<file path="src/sv/pdir_pkg.sv">
// Shared types, constants and helpers for the pulse-distance IR frame decoder.
// No dependencies; every other file of the decoder imports this package.
package pdir_pkg;

   localparam int MEAS_W     = 16;
   localparam int TOL_W      = 7;
   localparam int PROD_W     = 24;
   localparam int CSR_ADDR_W = 5;
   localparam int CSR_DATA_W = 32;
   localparam int NOM_COUNT  = 6;
   localparam int WORD_W     = 64;
   localparam int CSUM_W     = 8;

   localparam int QUEUE_DEPTH = 2;
   localparam int QPTR_W      = $clog2(QUEUE_DEPTH);
   localparam int QCNT_W      = $clog2(QUEUE_DEPTH + 1);

   // Slots of the nominal-duration table
   localparam int NOM_HDR_MARK   = 0;
   localparam int NOM_HDR_SPACE  = 1;
   localparam int NOM_BIT_MARK   = 2;
   localparam int NOM_ONE_SPACE  = 3;
   localparam int NOM_ZERO_SPACE = 4;
   localparam int NOM_FTR_MARK   = 5;

   localparam logic [TOL_W-1:0]  TOL_MAX   = 7'd100;
   localparam logic [PROD_W-1:0] PCT_SCALE = 24'd100;

   localparam logic [TOL_W-1:0]  TOL_RESET       = 7'd25;
   localparam logic [MEAS_W-1:0] HDR_MARK_RESET  = 16'd4500;
   localparam logic [MEAS_W-1:0] HDR_SPACE_RESET = 16'd4500;
   localparam logic [MEAS_W-1:0] BIT_MARK_RESET  = 16'd560;
   localparam logic [MEAS_W-1:0] ONE_SPACE_RESET = 16'd1690;
   localparam logic [MEAS_W-1:0] ZERO_SPACE_RESET = 16'd560;
   localparam logic [MEAS_W-1:0] FTR_MARK_RESET  = 16'd560;

   typedef enum logic [2:0] {
      REG_TOLERANCE  = 3'd0,
      REG_HDR_MARK   = 3'd1,
      REG_HDR_SPACE  = 3'd2,
      REG_BIT_MARK   = 3'd3,
      REG_ONE_SPACE  = 3'd4,
      REG_ZERO_SPACE = 3'd5,
      REG_FTR_MARK   = 3'd6
   } reg_index_type;

   typedef enum logic [2:0] {
      PH_IDLE   = 3'd0,
      PH_BITS   = 3'd1,
      PH_FOOTER = 3'd2,
      PH_GOOD   = 3'd3,
      PH_FAIL   = 3'd4
   } phase_type;

   // Scaled window bounds: lo = (100-tol)*N, hi = (100+tol)*N
   typedef struct packed {
      logic [NOM_COUNT-1:0][PROD_W-1:0] lo;
      logic [NOM_COUNT-1:0][PROD_W-1:0] hi;
   } bounds_type;

   // Classification of one request
   typedef struct packed {
      logic hdr_ok;
      logic one_ok;
      logic zero_ok;
      logic ftr_ok;
      logic last;
   } class_type;

   // m lies in [floor(lo/100), floor(hi/100)] exactly when
   // 100*m <= hi and 100*(m+1) > lo
   function automatic logic in_window(input logic [PROD_W-1:0] scaled,
                                      input logic [PROD_W-1:0] scaled_next,
                                      input logic [PROD_W-1:0] lo,
                                      input logic [PROD_W-1:0] hi);
      return (scaled <= hi) && (scaled_next > lo);
   endfunction

   function automatic logic [PROD_W-1:0] times_pct(input logic [MEAS_W-1:0] m);
      logic [PROD_W-1:0] w;
      w = PROD_W'(m);
      return (w << 6) + (w << 5) + (w << 2);
   endfunction

endpackage

</file>
<file path="src/sv/pulse_distance_ir_frame_decoder_unit.sv">
// Top level of the pulse-distance IR frame decoder: register block, front end,
// queue and back end. Depends on pdir_pkg, pdir_csr, pdir_front, pdir_queue, pdir_back.
//
//   channel  dir   handshake              payload
//   req      in    req_valid/req_ready    req_mark_us, req_space_us, req_capture_end
//   rsp      out   rsp_valid/rsp_ready    rsp_frame_valid, rsp_data_word,
//                                         rsp_checksum_byte
//   csr      in    APB, csr_pready = 1    csr_paddr, csr_pwdata, csr_prdata
//
// One request per cycle sustained while rsp does not stall. From acceptance a
// request passes the front stage register (classification against the
// registered window bounds), then the queue into the phase machine, and
// the result then sits in the output register.
// Reset is synchronous and active high; it restores the register defaults and
// empties the pipeline. A stalled rsp channel fills the two-entry queue and then
// the front stage before req_ready drops; requests that end no capture never
// wait on the output register.
module pulse_distance_ir_frame_decoder_unit #(
   parameter int DATA_BITS  = 64,
   parameter int CHECK_BITS = 8
) (
   input  logic                           clock,
   input  logic                           reset,
   // request channel
   input  logic                           req_valid,
   output logic                           req_ready,
   input  logic [pdir_pkg::MEAS_W-1:0]     req_mark_us,
   input  logic [pdir_pkg::MEAS_W-1:0]     req_space_us,
   input  logic                           req_capture_end,
   // result channel
   output logic                           rsp_valid,
   input  logic                           rsp_ready,
   output logic                           rsp_frame_valid,
   output logic [pdir_pkg::WORD_W-1:0]     rsp_data_word,
   output logic [pdir_pkg::CSUM_W-1:0]     rsp_checksum_byte,
   // configuration port
   input  logic                           csr_psel,
   input  logic                           csr_penable,
   input  logic                           csr_pwrite,
   input  logic [pdir_pkg::CSR_ADDR_W-1:0] csr_paddr,
   input  logic [pdir_pkg::CSR_DATA_W-1:0] csr_pwdata,
   output logic [pdir_pkg::CSR_DATA_W-1:0] csr_prdata,
   output logic                           csr_pready
);
   import pdir_pkg::*;

   bounds_type bounds;
   class_type  push_data, pop_data;
   logic       push_valid, push_ready;
   logic       pop_valid, pop_ready;

   // Zero-wait register port
   assign csr_pready = 1'b1;

   // Hold the registers and turn them into scaled window bounds, which are
   // registered once more before they reach classification.
   pdir_csr u_csr (
      .clock   (clock),
      .reset   (reset),
      .psel    (csr_psel),
      .penable (csr_penable),
      .pwrite  (csr_pwrite),
      .paddr   (csr_paddr),
      .pwdata  (csr_pwdata),
      .prdata  (csr_prdata),
      .bounds  (bounds)
   );

   // Register each request and classify it as header, one, zero or footer
   pdir_front u_front (
      .clock           (clock),
      .reset           (reset),
      .req_valid       (req_valid),
      .req_ready       (req_ready),
      .req_mark_us     (req_mark_us),
      .req_space_us    (req_space_us),
      .req_capture_end (req_capture_end),
      .bounds          (bounds),
      .push_valid      (push_valid),
      .push_ready      (push_ready),
      .push_data       (push_data)
   );

   // Decouple the two halves so each may stall on its own
   pdir_queue u_queue (
      .clock      (clock),
      .reset      (reset),
      .push_valid (push_valid),
      .push_ready (push_ready),
      .push_data  (push_data),
      .pop_valid  (pop_valid),
      .pop_ready  (pop_ready),
      .pop_data   (pop_data)
   );

   // Advance the frame phase, shift in bits, and drop a result on capture end
   pdir_back #(
      .DATA_BITS  (DATA_BITS),
      .CHECK_BITS (CHECK_BITS)
   ) u_back (
      .clock             (clock),
      .reset             (reset),
      .pop_valid         (pop_valid),
      .pop_ready         (pop_ready),
      .pop_data          (pop_data),
      .rsp_valid         (rsp_valid),
      .rsp_ready         (rsp_ready),
      .rsp_frame_valid   (rsp_frame_valid),
      .rsp_data_word     (rsp_data_word),
      .rsp_checksum_byte (rsp_checksum_byte)
   );

endmodule

</file>
<file path="src/sv/pdir_csr.sv">
// Configuration registers of the IR frame decoder and the registered
// window bounds derived from them. Depends on pdir_pkg.
module pdir_csr (
   input  logic                           clock,
   input  logic                           reset,
   input  logic                           psel,
   input  logic                           penable,
   input  logic                           pwrite,
   input  logic [pdir_pkg::CSR_ADDR_W-1:0] paddr,
   input  logic [pdir_pkg::CSR_DATA_W-1:0] pwdata,
   output logic [pdir_pkg::CSR_DATA_W-1:0] prdata,
   output pdir_pkg::bounds_type           bounds
);
   import pdir_pkg::*;

   logic [TOL_W-1:0]                 tol_ff, tol_in;
   logic [NOM_COUNT-1:0][MEAS_W-1:0] nom_ff, nom_in;
   bounds_type                       bounds_ff, bounds_in;
   reg_index_type                    idx;
   logic                             wr_en;
   logic [TOL_W-1:0]                 tol_sat;

   assign idx   = reg_index_type'(paddr[4:2]);
   assign wr_en = psel && penable && pwrite;

   always_comb begin
      tol_in = tol_ff;
      nom_in = nom_ff;
      if (wr_en) begin
         unique case (idx)
            REG_TOLERANCE:  tol_in = pwdata[TOL_W-1:0];
            REG_HDR_MARK:   nom_in[NOM_HDR_MARK]   = pwdata[MEAS_W-1:0];
            REG_HDR_SPACE:  nom_in[NOM_HDR_SPACE]  = pwdata[MEAS_W-1:0];
            REG_BIT_MARK:   nom_in[NOM_BIT_MARK]   = pwdata[MEAS_W-1:0];
            REG_ONE_SPACE:  nom_in[NOM_ONE_SPACE]  = pwdata[MEAS_W-1:0];
            REG_ZERO_SPACE: nom_in[NOM_ZERO_SPACE] = pwdata[MEAS_W-1:0];
            REG_FTR_MARK:   nom_in[NOM_FTR_MARK]   = pwdata[MEAS_W-1:0];
            default: ;
         endcase
      end
   end

   always_comb begin
      prdata = '0;
      unique case (idx)
         REG_TOLERANCE:  prdata = CSR_DATA_W'(tol_ff);
         REG_HDR_MARK:   prdata = CSR_DATA_W'(nom_ff[NOM_HDR_MARK]);
         REG_HDR_SPACE:  prdata = CSR_DATA_W'(nom_ff[NOM_HDR_SPACE]);
         REG_BIT_MARK:   prdata = CSR_DATA_W'(nom_ff[NOM_BIT_MARK]);
         REG_ONE_SPACE:  prdata = CSR_DATA_W'(nom_ff[NOM_ONE_SPACE]);
         REG_ZERO_SPACE: prdata = CSR_DATA_W'(nom_ff[NOM_ZERO_SPACE]);
         REG_FTR_MARK:   prdata = CSR_DATA_W'(nom_ff[NOM_FTR_MARK]);
         default:        prdata = '0;
      endcase
   end

   // Saturate tolerance at 100 so the lower bound never goes negative
   assign tol_sat = (tol_ff > TOL_MAX) ? TOL_MAX : tol_ff;

   always_comb begin
      for (int i = 0; i < NOM_COUNT; i++) begin
         bounds_in.lo[i] = PROD_W'((PCT_SCALE - PROD_W'(tol_sat)) * PROD_W'(nom_ff[i]));
         bounds_in.hi[i] = PROD_W'((PCT_SCALE + PROD_W'(tol_sat)) * PROD_W'(nom_ff[i]));
      end
   end

   always_ff @(posedge clock) begin
      if (reset) begin
         tol_ff                 <= TOL_RESET;
         nom_ff[NOM_HDR_MARK]   <= HDR_MARK_RESET;
         nom_ff[NOM_HDR_SPACE]  <= HDR_SPACE_RESET;
         nom_ff[NOM_BIT_MARK]   <= BIT_MARK_RESET;
         nom_ff[NOM_ONE_SPACE]  <= ONE_SPACE_RESET;
         nom_ff[NOM_ZERO_SPACE] <= ZERO_SPACE_RESET;
         nom_ff[NOM_FTR_MARK]   <= FTR_MARK_RESET;
      end else begin
         tol_ff <= tol_in;
         nom_ff <= nom_in;
      end
      bounds_ff <= bounds_in;
   end

   assign bounds = bounds_ff;

endmodule

</file>
<file path="src/sv/pdir_front.sv">
// Front end of the IR frame decoder: takes requests into a stage register and
// classifies each against the window bounds. Depends on pdir_pkg.
module pdir_front (
   input  logic                       clock,
   input  logic                       reset,
   input  logic                       req_valid,
   output logic                       req_ready,
   input  logic [pdir_pkg::MEAS_W-1:0] req_mark_us,
   input  logic [pdir_pkg::MEAS_W-1:0] req_space_us,
   input  logic                       req_capture_end,
   input  pdir_pkg::bounds_type       bounds,
   output logic                       push_valid,
   input  logic                       push_ready,
   output pdir_pkg::class_type        push_data
);
   import pdir_pkg::*;

   logic              vld_ff, vld_in;
   logic [MEAS_W-1:0] mark_ff, space_ff;
   logic              last_ff;
   logic              take;
   logic [PROD_W-1:0] mark_sc, mark_sc_next, space_sc, space_sc_next;
   logic              bit_mark_ok;

   assign req_ready = !vld_ff || push_ready;
   assign take      = req_valid && req_ready;

   always_comb begin
      vld_in = vld_ff;
      if (take) begin
         vld_in = 1'b1;
      end else if (push_ready) begin
         vld_in = 1'b0;
      end
   end

   always_ff @(posedge clock) begin
      if (reset) begin
         vld_ff <= 1'b0;
      end else begin
         vld_ff <= vld_in;
      end
      if (take) begin
         mark_ff  <= req_mark_us;
         space_ff <= req_space_us;
         last_ff  <= req_capture_end;
      end
   end

   assign mark_sc       = times_pct(mark_ff);
   assign mark_sc_next  = mark_sc + PCT_SCALE;
   assign space_sc      = times_pct(space_ff);
   assign space_sc_next = space_sc + PCT_SCALE;

   assign bit_mark_ok = in_window(mark_sc, mark_sc_next,
                                  bounds.lo[NOM_BIT_MARK], bounds.hi[NOM_BIT_MARK]);

   always_comb begin
      push_data.hdr_ok  = in_window(mark_sc, mark_sc_next,
                                    bounds.lo[NOM_HDR_MARK], bounds.hi[NOM_HDR_MARK])
                       && in_window(space_sc, space_sc_next,
                                    bounds.lo[NOM_HDR_SPACE], bounds.hi[NOM_HDR_SPACE]);
      push_data.one_ok  = bit_mark_ok
                       && in_window(space_sc, space_sc_next,
                                    bounds.lo[NOM_ONE_SPACE], bounds.hi[NOM_ONE_SPACE]);
      push_data.zero_ok = bit_mark_ok
                       && in_window(space_sc, space_sc_next,
                                    bounds.lo[NOM_ZERO_SPACE], bounds.hi[NOM_ZERO_SPACE]);
      push_data.ftr_ok  = in_window(mark_sc, mark_sc_next,
                                    bounds.lo[NOM_FTR_MARK], bounds.hi[NOM_FTR_MARK]);
      push_data.last    = last_ff;
   end

   assign push_valid = vld_ff;

endmodule

</file>
<file path="src/sv/pdir_queue.sv">
// Short queue of classified requests between front and back of the decoder.
// Depends on pdir_pkg.
module pdir_queue (
   input  logic                clock,
   input  logic                reset,
   input  logic                push_valid,
   output logic                push_ready,
   input  pdir_pkg::class_type push_data,
   output logic                pop_valid,
   input  logic                pop_ready,
   output pdir_pkg::class_type pop_data
);
   import pdir_pkg::*;

   class_type              slot_ff [QUEUE_DEPTH];
   logic [QPTR_W-1:0]      wr_ptr_ff, wr_ptr_in;
   logic [QPTR_W-1:0]      rd_ptr_ff, rd_ptr_in;
   logic [QCNT_W-1:0]      count_ff, count_in;
   logic                   push, pop;

   assign push_ready = count_ff < QCNT_W'(QUEUE_DEPTH);
   assign pop_valid  = count_ff != '0;
   assign push       = push_valid && push_ready;
   assign pop        = pop_valid && pop_ready;
   assign pop_data   = slot_ff[rd_ptr_ff];

   always_comb begin
      wr_ptr_in = wr_ptr_ff;
      rd_ptr_in = rd_ptr_ff;
      count_in  = count_ff;
      if (push) begin
         wr_ptr_in = (wr_ptr_ff == QPTR_W'(QUEUE_DEPTH - 1)) ? '0 : wr_ptr_ff + 1'b1;
      end
      if (pop) begin
         rd_ptr_in = (rd_ptr_ff == QPTR_W'(QUEUE_DEPTH - 1)) ? '0 : rd_ptr_ff + 1'b1;
      end
      if (push && !pop) begin
         count_in = count_ff + 1'b1;
      end else if (pop && !push) begin
         count_in = count_ff - 1'b1;
      end
   end

   always_ff @(posedge clock) begin
      if (reset) begin
         wr_ptr_ff <= '0;
         rd_ptr_ff <= '0;
         count_ff  <= '0;
      end else begin
         wr_ptr_ff <= wr_ptr_in;
         rd_ptr_ff <= rd_ptr_in;
         count_ff  <= count_in;
      end
      if (push) begin
         slot_ff[wr_ptr_ff] <= push_data;
      end
   end

endmodule

</file>
<file path="src/sv/pdir_back.sv">
// Back end of the IR frame decoder: frame phase machine, bit shifters and the
// result register. Depends on pdir_pkg.
module pdir_back #(
   parameter int DATA_BITS  = 64,
   parameter int CHECK_BITS = 8
) (
   input  logic                       clock,
   input  logic                       reset,
   input  logic                       pop_valid,
   output logic                       pop_ready,
   input  pdir_pkg::class_type        pop_data,
   output logic                       rsp_valid,
   input  logic                       rsp_ready,
   output logic                       rsp_frame_valid,
   output logic [pdir_pkg::WORD_W-1:0] rsp_data_word,
   output logic [pdir_pkg::CSUM_W-1:0] rsp_checksum_byte
);
   import pdir_pkg::*;

   localparam int TOTAL_BITS = DATA_BITS + CHECK_BITS;
   localparam int CNT_W      = $clog2(TOTAL_BITS + 1);

   phase_type             phase_ff, phase_in, phase_nx;
   logic [CNT_W-1:0]      cnt_ff, cnt_in, cnt_nx;
   logic [DATA_BITS-1:0]  dsh_ff, dsh_in, dsh_nx;
   logic [CHECK_BITS-1:0] csh_ff, csh_in, csh_nx;
   logic                  rv_ff, rv_in;
   logic                  fv_ff, fv_in;
   logic [WORD_W-1:0]     word_ff, word_in;
   logic [CSUM_W-1:0]     csum_ff, csum_in;
   logic [CHECK_BITS+CSUM_W-1:0] csh_wide;
   logic                  pop;
   logic                  good;

   // A request that yields no result never waits on the output register
   assign pop_ready = !pop_data.last || !rv_ff || rsp_ready;
   assign pop       = pop_valid && pop_ready;

   always_comb begin
      phase_nx = phase_ff;
      cnt_nx   = cnt_ff;
      dsh_nx   = dsh_ff;
      csh_nx   = csh_ff;
      unique case (phase_ff)
         PH_IDLE: begin
            if (pop_data.hdr_ok) begin
               phase_nx = PH_BITS;
               cnt_nx   = '0;
               dsh_nx   = '0;
               csh_nx   = '0;
            end else begin
               phase_nx = PH_FAIL;
            end
         end
         PH_BITS: begin
            if (pop_data.one_ok || pop_data.zero_ok) begin
               if (cnt_ff < CNT_W'(DATA_BITS)) begin
                  dsh_nx = (dsh_ff << 1) | DATA_BITS'(pop_data.one_ok);
               end else begin
                  csh_nx = (csh_ff << 1) | CHECK_BITS'(pop_data.one_ok);
               end
               cnt_nx = cnt_ff + 1'b1;
               if (cnt_ff + 1'b1 >= CNT_W'(TOTAL_BITS)) begin
                  phase_nx = PH_FOOTER;
               end
            end else begin
               phase_nx = PH_FAIL;
            end
         end
         PH_FOOTER: phase_nx = pop_data.ftr_ok ? PH_GOOD : PH_FAIL;
         PH_GOOD:   phase_nx = PH_GOOD;
         PH_FAIL:   phase_nx = PH_FAIL;
         default:   phase_nx = PH_FAIL;
      endcase
   end

   assign good     = phase_nx == PH_GOOD;
   assign csh_wide = {{CSUM_W{1'b0}}, csh_nx};

   always_comb begin
      phase_in = phase_ff;
      cnt_in   = cnt_ff;
      dsh_in   = dsh_ff;
      csh_in   = csh_ff;
      rv_in    = rv_ff;
      fv_in    = fv_ff;
      word_in  = word_ff;
      csum_in  = csum_ff;
      if (rsp_ready) begin
         rv_in = 1'b0;
      end
      if (pop) begin
         if (pop_data.last) begin
            rv_in    = 1'b1;
            fv_in    = good;
            word_in  = good ? WORD_W'(dsh_nx) : '0;
            csum_in  = good ? csh_wide[CSUM_W-1:0] : '0;
            phase_in = PH_IDLE;
            cnt_in   = '0;
            dsh_in   = '0;
            csh_in   = '0;
         end else begin
            phase_in = phase_nx;
            cnt_in   = cnt_nx;
            dsh_in   = dsh_nx;
            csh_in   = csh_nx;
         end
      end
   end

   always_ff @(posedge clock) begin
      if (reset) begin
         phase_ff <= PH_IDLE;
         cnt_ff   <= '0;
         dsh_ff   <= '0;
         csh_ff   <= '0;
         rv_ff    <= 1'b0;
      end else begin
         phase_ff <= phase_in;
         cnt_ff   <= cnt_in;
         dsh_ff   <= dsh_in;
         csh_ff   <= csh_in;
         rv_ff    <= rv_in;
      end
      fv_ff   <= fv_in;
      word_ff <= word_in;
      csum_ff <= csum_in;
   end

   assign rsp_valid         = rv_ff;
   assign rsp_frame_valid   = fv_ff;
   assign rsp_data_word     = word_ff;
   assign rsp_checksum_byte = csum_ff;

endmodule
</file>
<file path="config.mk">
export PLATFORM = sky130hd
export DESIGN_NAME = pulse_distance_ir_frame_decoder_unit
export DESIGN_NICKNAME = d
export VERILOG_FILES = /design/src/sv/pdir_pkg.sv /design/src/sv/pulse_distance_ir_frame_decoder_unit.sv /design/src/sv/pdir_csr.sv /design/src/sv/pdir_front.sv /design/src/sv/pdir_queue.sv /design/src/sv/pdir_back.sv
export SDC_FILE = /design/constraint.sdc
export NUM_CORES = 2
export LEC_CHECK = 0
export BUFFER_PORTS_ARGS = -buffer_cell sky130_fd_sc_hd__clkbuf_2
export CORE_ASPECT_RATIO = 1.2
export CORE_UTILIZATION = 55
export DETAILED_ROUTE_END_ITERATION = 8
export HOLD_SLACK_MARGIN = 0.03
export PLACE_DENSITY = 0.67
export SLEW_MARGIN = 0
export SYNTH_ARGS = -nofsm -noshare
export SYNTH_HDL_FRONTEND = slang
export SYNTH_SLANG_ARGS = --single-unit
</file>
<file path="constraint.sdc">
create_clock -name clock -period 10.83 [get_ports clock]
set_input_delay 1.083 -clock clock [delete_from_list [all_inputs] [get_ports clock]]
set_output_delay 1.083 -clock clock [all_outputs]
set_load 0.005 [all_outputs]
</file>
Word-level counts from Yosys, hierarchy flattened:

Memory sizes are Yosys's and may differ from the RTL's. A register that Yosys moved wholly into a read port is not among the register bits.
Index checks and enable logic that the tools add are counted.

* flip-flop bits (word level): 585
* bits in latches: 0
* RAM bits: 10
* memory bits (read-only): 0
* bits of input ports: 77
* output and inout port bits: 108
* word-level logic and storage cells: 165
* memories: 1

Memory list
* u_queue.slot_ff: words 2, width 5, read ports 1, clocked after memory_dff 1, write ports 1, line pdir_queue.sv:15 `class_type slot_ff [QUEUE_DEPTH];`

* $add $sub $neg: 13
* multiply operators: 12
* div/mod/pow operators: 0
* order comparisons: 16
* equality and inequality tests: 12
* shift-type cells: 0
* multiplexer cells: 35
* bitwise operators: 2
* reductions and logical operators: 40

Operators by type and width (count)
* $mul 24x16->24: 12
* $mux 64: 4
* $gt 24x24->1: 6
* $le 24x24->1: 6
* $pmux 64 s2: 1
* $pmux 16 s7: 1
* $or 64x1->64: 1
* $add 24x18->24: 2
* $add 24x7->24 const B: 2
* $add 22x21->23: 2
* $mux 8: 4
* $mux 7: 4
* $logic_and 1x1->1: 16
* $pmux 8 s2: 1
* $reduce_and 2->1: 8
* $eq 3x2->1 const B: 5
* $mux 3: 5
* $pmux 7 s2: 1
* $pmux 3 s4: 1
* $mux 1: 11
* $eq 3x3->1 const B: 3
* $add 7x7->8 const A: 1
* $or 8x1->8: 1
* $sub 7x7->8 const A: 1
* other kinds (18): 31

Longest topological paths before layout:

* depth in word-level cells: 7
* mapped depth: 37
* mapped depth without buffers: 31

By module:

Synthesis repeated with hierarchy kept, for this count alone.

* cell total of the unflattened synthesis: 9069
* area, all modules: 83709.0 µm²

Modules (own cells, without submodules)
* pdir_csr: instances 1, cells an instance 7119, area each 65883.2 µm², seq. area each 7707.4 µm²
* pdir_front: instances 1, cells an instance 1331, area each 10725.3 µm², seq. area each 1011.0 µm²
* pdir_back: instances 1, cells an instance 579, area each 6518.8 µm², seq. area each 3853.7 µm²
* pdir_queue: instances 1, cells an instance 38, area each 570.5 µm², seq. area each 400.4 µm²
* pulse_distance_ir_frame_decoder_unit: instances 1, cells an instance 2, area each 11.3 µm², seq. area each 0.0 µm²

Worst setup path after synthesis:

Ideal clock, no wire load.

* path kind: register to register
* start point: reg u_csr.tol_ff[0]
* end point: reg u_csr.bounds_ff (netlist bit u_csr.bounds[287])
* library setup time: 72 ps
* arrival time: 8025 ps
* data required time: 10758 ps
* setup slack: 2733 ps
* cell stages (with the launch flop): 34
* path buffers: 4
* period minus slack after synthesis: 8097 ps
* path through: dfxtp_1 o21ai_0 a21oi_1 nor2_1 clkbuf_1 clkbuf_1 inv_1 ha_1 a21oi_1 nand2_1 a21oi_1 clkbuf_1 clkbuf_1 nand2_1 fa_1 inv_1 fa_1 inv_1 fa_1 inv_1 fa_1 fa_1 inv_1 fa_1 inv_1 ha_1 or2_2 a21oi_1 a31oi_1 a21bo_2 o41ai_1 o21bai_1 a21oi_1 xnor2_1

RTL lines
* from (decl): line pdir_csr.sv:16 `logic [TOL_W-1:0] tol_ff, tol_in;`
* from (signal assigned): line pdir_csr.sv:77 `tol_ff <= tol_in;`
* to (signal assigned): line pdir_csr.sv:80 `bounds_ff <= bounds_in;`
* to (decl): line pdir_csr.sv:18 `bounds_type bounds_ff, bounds_in;`

==> summary.md <==
| Metric | Value |
|---|---|
| Cts bufs inserted | between 70 and 80 |
| Register area share after synthesis | around 15% |
| First-pass GRT wire length | around 360000 um |
| Max Slew Vio Count | 0 |
| MaxCap Viol Count | 0 |
| CP required | 11450 ps |
| Layout cell share with drive strength beyond 1 | 4.993% |
| Post-Place Setup Slack | 2068 ps |
| Fin nets | between 10000 and 15000 |
| IO Pins | ~190 |
| Crit path time final | between 8000 and 9000 ps |
| Xor/xnor cell area share of the yosys netlist | roughly 4.3% |
| Overflow after GRT | 0 |
| Max H-tree Level | 3 |
| Vias in the first global route | around 68000 |
| WL final | about 220000 um |
| DIE HEIGHT | ~430 um |
| ANT nets after route | 0 |
| Wire per inst | between 15 and 20 um |
| Final hold violation count | 0 |
| Period utilisation layout | between 80% and 90% |
| Count of final setup violators | 0 |
| Critical Path Fanout Max | 62 |
| Vias | approximately 64000 |
| DR vias/cell | 5.472 |
| Worst setup path class | flip-flop to flip-flop |
| Post-DP HPWL | around 170000 um |
| DRC viols | 0 |
| Synthesis-stage register bit count | 590 |
| Clk buf depth | 3 |
| Measured slew at the worst slew-check pin | about 1300 ps |
| Commonest non-fill, non-tap cell in the layout | inv_1 |
| Post-synthesis simple-gate area fraction | 15.21% |
| Die width | 361.5 um |
| EDFF count, synth | ~120 |
| GPL Wtd Cong | 0.9611 |
| Complex-gate fraction of the synthesized area | under 10% |
| TritonCTS clock tree | done |
| Slew headroom | around 15% |
| FMAX | between 100 and 150 MHz |
| Setup Skew | around 35 ps |
| Synth Flop Type | dfxtp_1 |
| Status | finished, final reports clean |
| Root Buffer | clkbuf_16 |
| Core ar. | between 150000 and 200000 um^2 |
| Netlist Area Pre-Place | 85300 um^2 |
| Hold-fix buffers at CTS | 0 |
| DR iter-0 viols | between 3000 and 4000 |
| Clk sinks | 590 |
| Most frequent cells in the layout | inv_1 (1831), fa_1 (1374), nand2_1 (972), ha_1 (940), and2_1 (741) |
| Largest net degree at the start of global routing | 105 |
| Yosys warns | 0 |
| Critical Path Source Type | flip-flop |
| Resize count post-CTS | 0 |
| Initial antenna violation count | 9 |
| Largest family of logic cells by synthesized area | adder cells |
| Asr flop ratio synth | 0% |
| Synth unique cells | 97 |
| Mux contribution to synthesized area | less than 1% |
| Setup crit end kind | flip-flop |
| R2r setup slk | roughly 1900 ps |
| Synth-to-layout area growth | 7.595% |
| Clk_lat worst skew | 700 ps |
| Pre-antenna DRT Iters | 8 |
| Initial Util | 55.67% |
| Synth Area per Inst | slightly above 9 um^2 |
| TNS Setup | 0 ps |
| Post-Synth Adder-Cell Area | a little under half |
| Clock slew at reported path FFs | about 60 ps |
| CP arrival | approximately 9600 ps |
| Port bufs | around 150 |
| Setup Buffers After CTS | 0 |
| LEAKAGE | 45.23 nW |
| Final setup margin | ~1900 ps |
| Die area | between 150000 and 200000 um^2 |
| All-Layer GR Usage | between 20 and 30% |
| Row cnt | 157 |
| RSZ-0062 raised after global routing | false |
| Pwr dens | 256.3 nW/um^2 |
| Mapped Cells | between 9000 and 10000 |
| Peak VDD IR | approximately 620 uV |
| Type of the worst min-delay path | flip-flop to flip-flop |
==> final timing paths <==
| check | startpoint | end | cells after the start |
|---|---|---|---|
| setup / recovery | u_csr.tol_ff[6] | u_csr.bounds[239] | 25 |
| hold / removal | u_front.last_ff | u_queue.slot_ff[1][0] | 0 |
| setup reg to reg | u_csr.tol_ff[6] | u_csr.bounds[239] | 25 |
| hold reg to reg | u_front.last_ff | u_queue.slot_ff[1][0] | 0 |
==> worst max-delay path, stage by stage, from the launching register on <==
cell and delay (ps):
dfxtp_1 670, nand2_1 170, a21oi_1 560, nor2_4 100, buf_4 400, xnor2_4 920, buf_4 510, and2_1 210
fa_1 450, fa_1 460, ha_1 210, fa_1 510, inv_1 60, fa_1 530, inv_1 50, fa_1 440
ha_1 330, o21a_1 140, a2111oi_0 620, o31ai_1 270, or4_1 490, nand3_1 130, a31oi_1 120, a21o_1 200
a21oi_1 170, xnor2_1 130
==> cells by family after synthesis <==
| logic type | after synthesis |
|---|---|
| muxes | 42 |
| and+or+nand+nor | 2627 |
| AOI/OAI and AO/OA | 1113 |
| xor gates and xnor gates | 416 |
| adders and majority gates | 2341 |
| buffers and inverters | 2196 |
| DFF | 590 |
| other | 2 |
==> cell usage after synthesis (all sizes together), types with 10 or more instances <==
cell type	number	share of area (%)
inv	1831	8.1
and2	743	5.4
xnor2	327	3.4
edfxtp	116	4.1
or3	21	0.16
and4	11	0.11
nand3b	37	0.33
nand3	78	0.46
o211ai	16	0.14
clkbuf	339	1.5
o21a	42	0.37
dfxtp	474	11
maj3	25	0.29
o31ai	13	0.13
nand4	58	0.43
o21ai	158	0.93
nand2	973	4.3
a21o	169	1.5
buf	25	0.19
nor4	11	0.088
a221oi	18	0.19
a211oi	31	0.27
a2111oi	10	0.12
or4	12	0.11
nor2b	57	0.42
nor3	97	0.57
mux2	17	0.22
nor3b	14	0.12
and3	44	0.32
mux2i	20	0.23
xor2	89	0.91
a21oi	348	2.0
nand2b	44	0.32
fa	1374	32
ha	942	14
nor2	383	1.7
o21bai	26	0.23
o31a	10	0.10
a22oi	148	1.3
a31oi	27	0.20
or2	33	0.24
==> metal layers <==
| metal | wire length (um) | vias to the layer above | global-route usage [%] |
|---|---|---|---|
| met1 | 85720 | 31800 | 34.42 |
| met3 | 12700 | 543 | 4.292 |
| met2 | 107700 | 1818 | 50.47 |
| met4 | 13930 | 8 | 16.57 |
| met5 | 48 | - | 0 |
| li1 | - | 29420 | - |
==> flip-flops by register name, indices dropped and copies added (netlist names), 8 cells and up, named ones only <==
| name | count |
|---|---|
| u_queue.slot_ff | 10 |
| u_csr.bounds | 282 |
| u_back.rsp_data_word | 64 |
| u_back.dsh_ff | 64 |
| u_front.mark_ff | 16 |
| u_back.rsp_checksum_byte | 8 |
| u_csr.nom_ff | 96 |
| u_front.space_ff | 16 |
| u_back.csh_ff | 8 |
==> per-stage QoR <==
| step | hold slack (ps) | util, % | total power, mW | area, um^2 | std cells |
|---|---|---|---|---|---|
| final | 473.8 | 59.90 | 23.53 | 91780 | 11620 |
| after floorplan | 421.5 | - | 16.46 | 86400 | 9618 |
| after global placement | 455.9 | 58.21 | 20.22 | 89180 | 11480 |
| after CTS | 488.4 | 59.90 | 23.48 | 91780 | 11620 |
| after detailed placement | 471.8 | 58.21 | 20.71 | 89180 | 11480 |
| after global routing | 486.7 | 59.90 | 25.96 | 91780 | 11620 |
==> power by group <==
group | switching [mW] | internal, mW | leakage, nW
logic | 10.1 | 7.66 | 39.0
registers | 0.187 | 2.96 | 5.01
clock network | 1.09 | 1.56 | 1.27
==> area by class of cell <==
class	instances	area [um^2]
multi-input cells	6832	65320
fillers	13410	61440
flip-flops and latches	590	12970
inverters	1831	6873
well taps	1987	2486
clock buffers	96	2057
repair buffers	244	1528
clock inverters	41	539.3
diodes	1	2.502
Note: power is estimated with default switching activity, not from simulation.
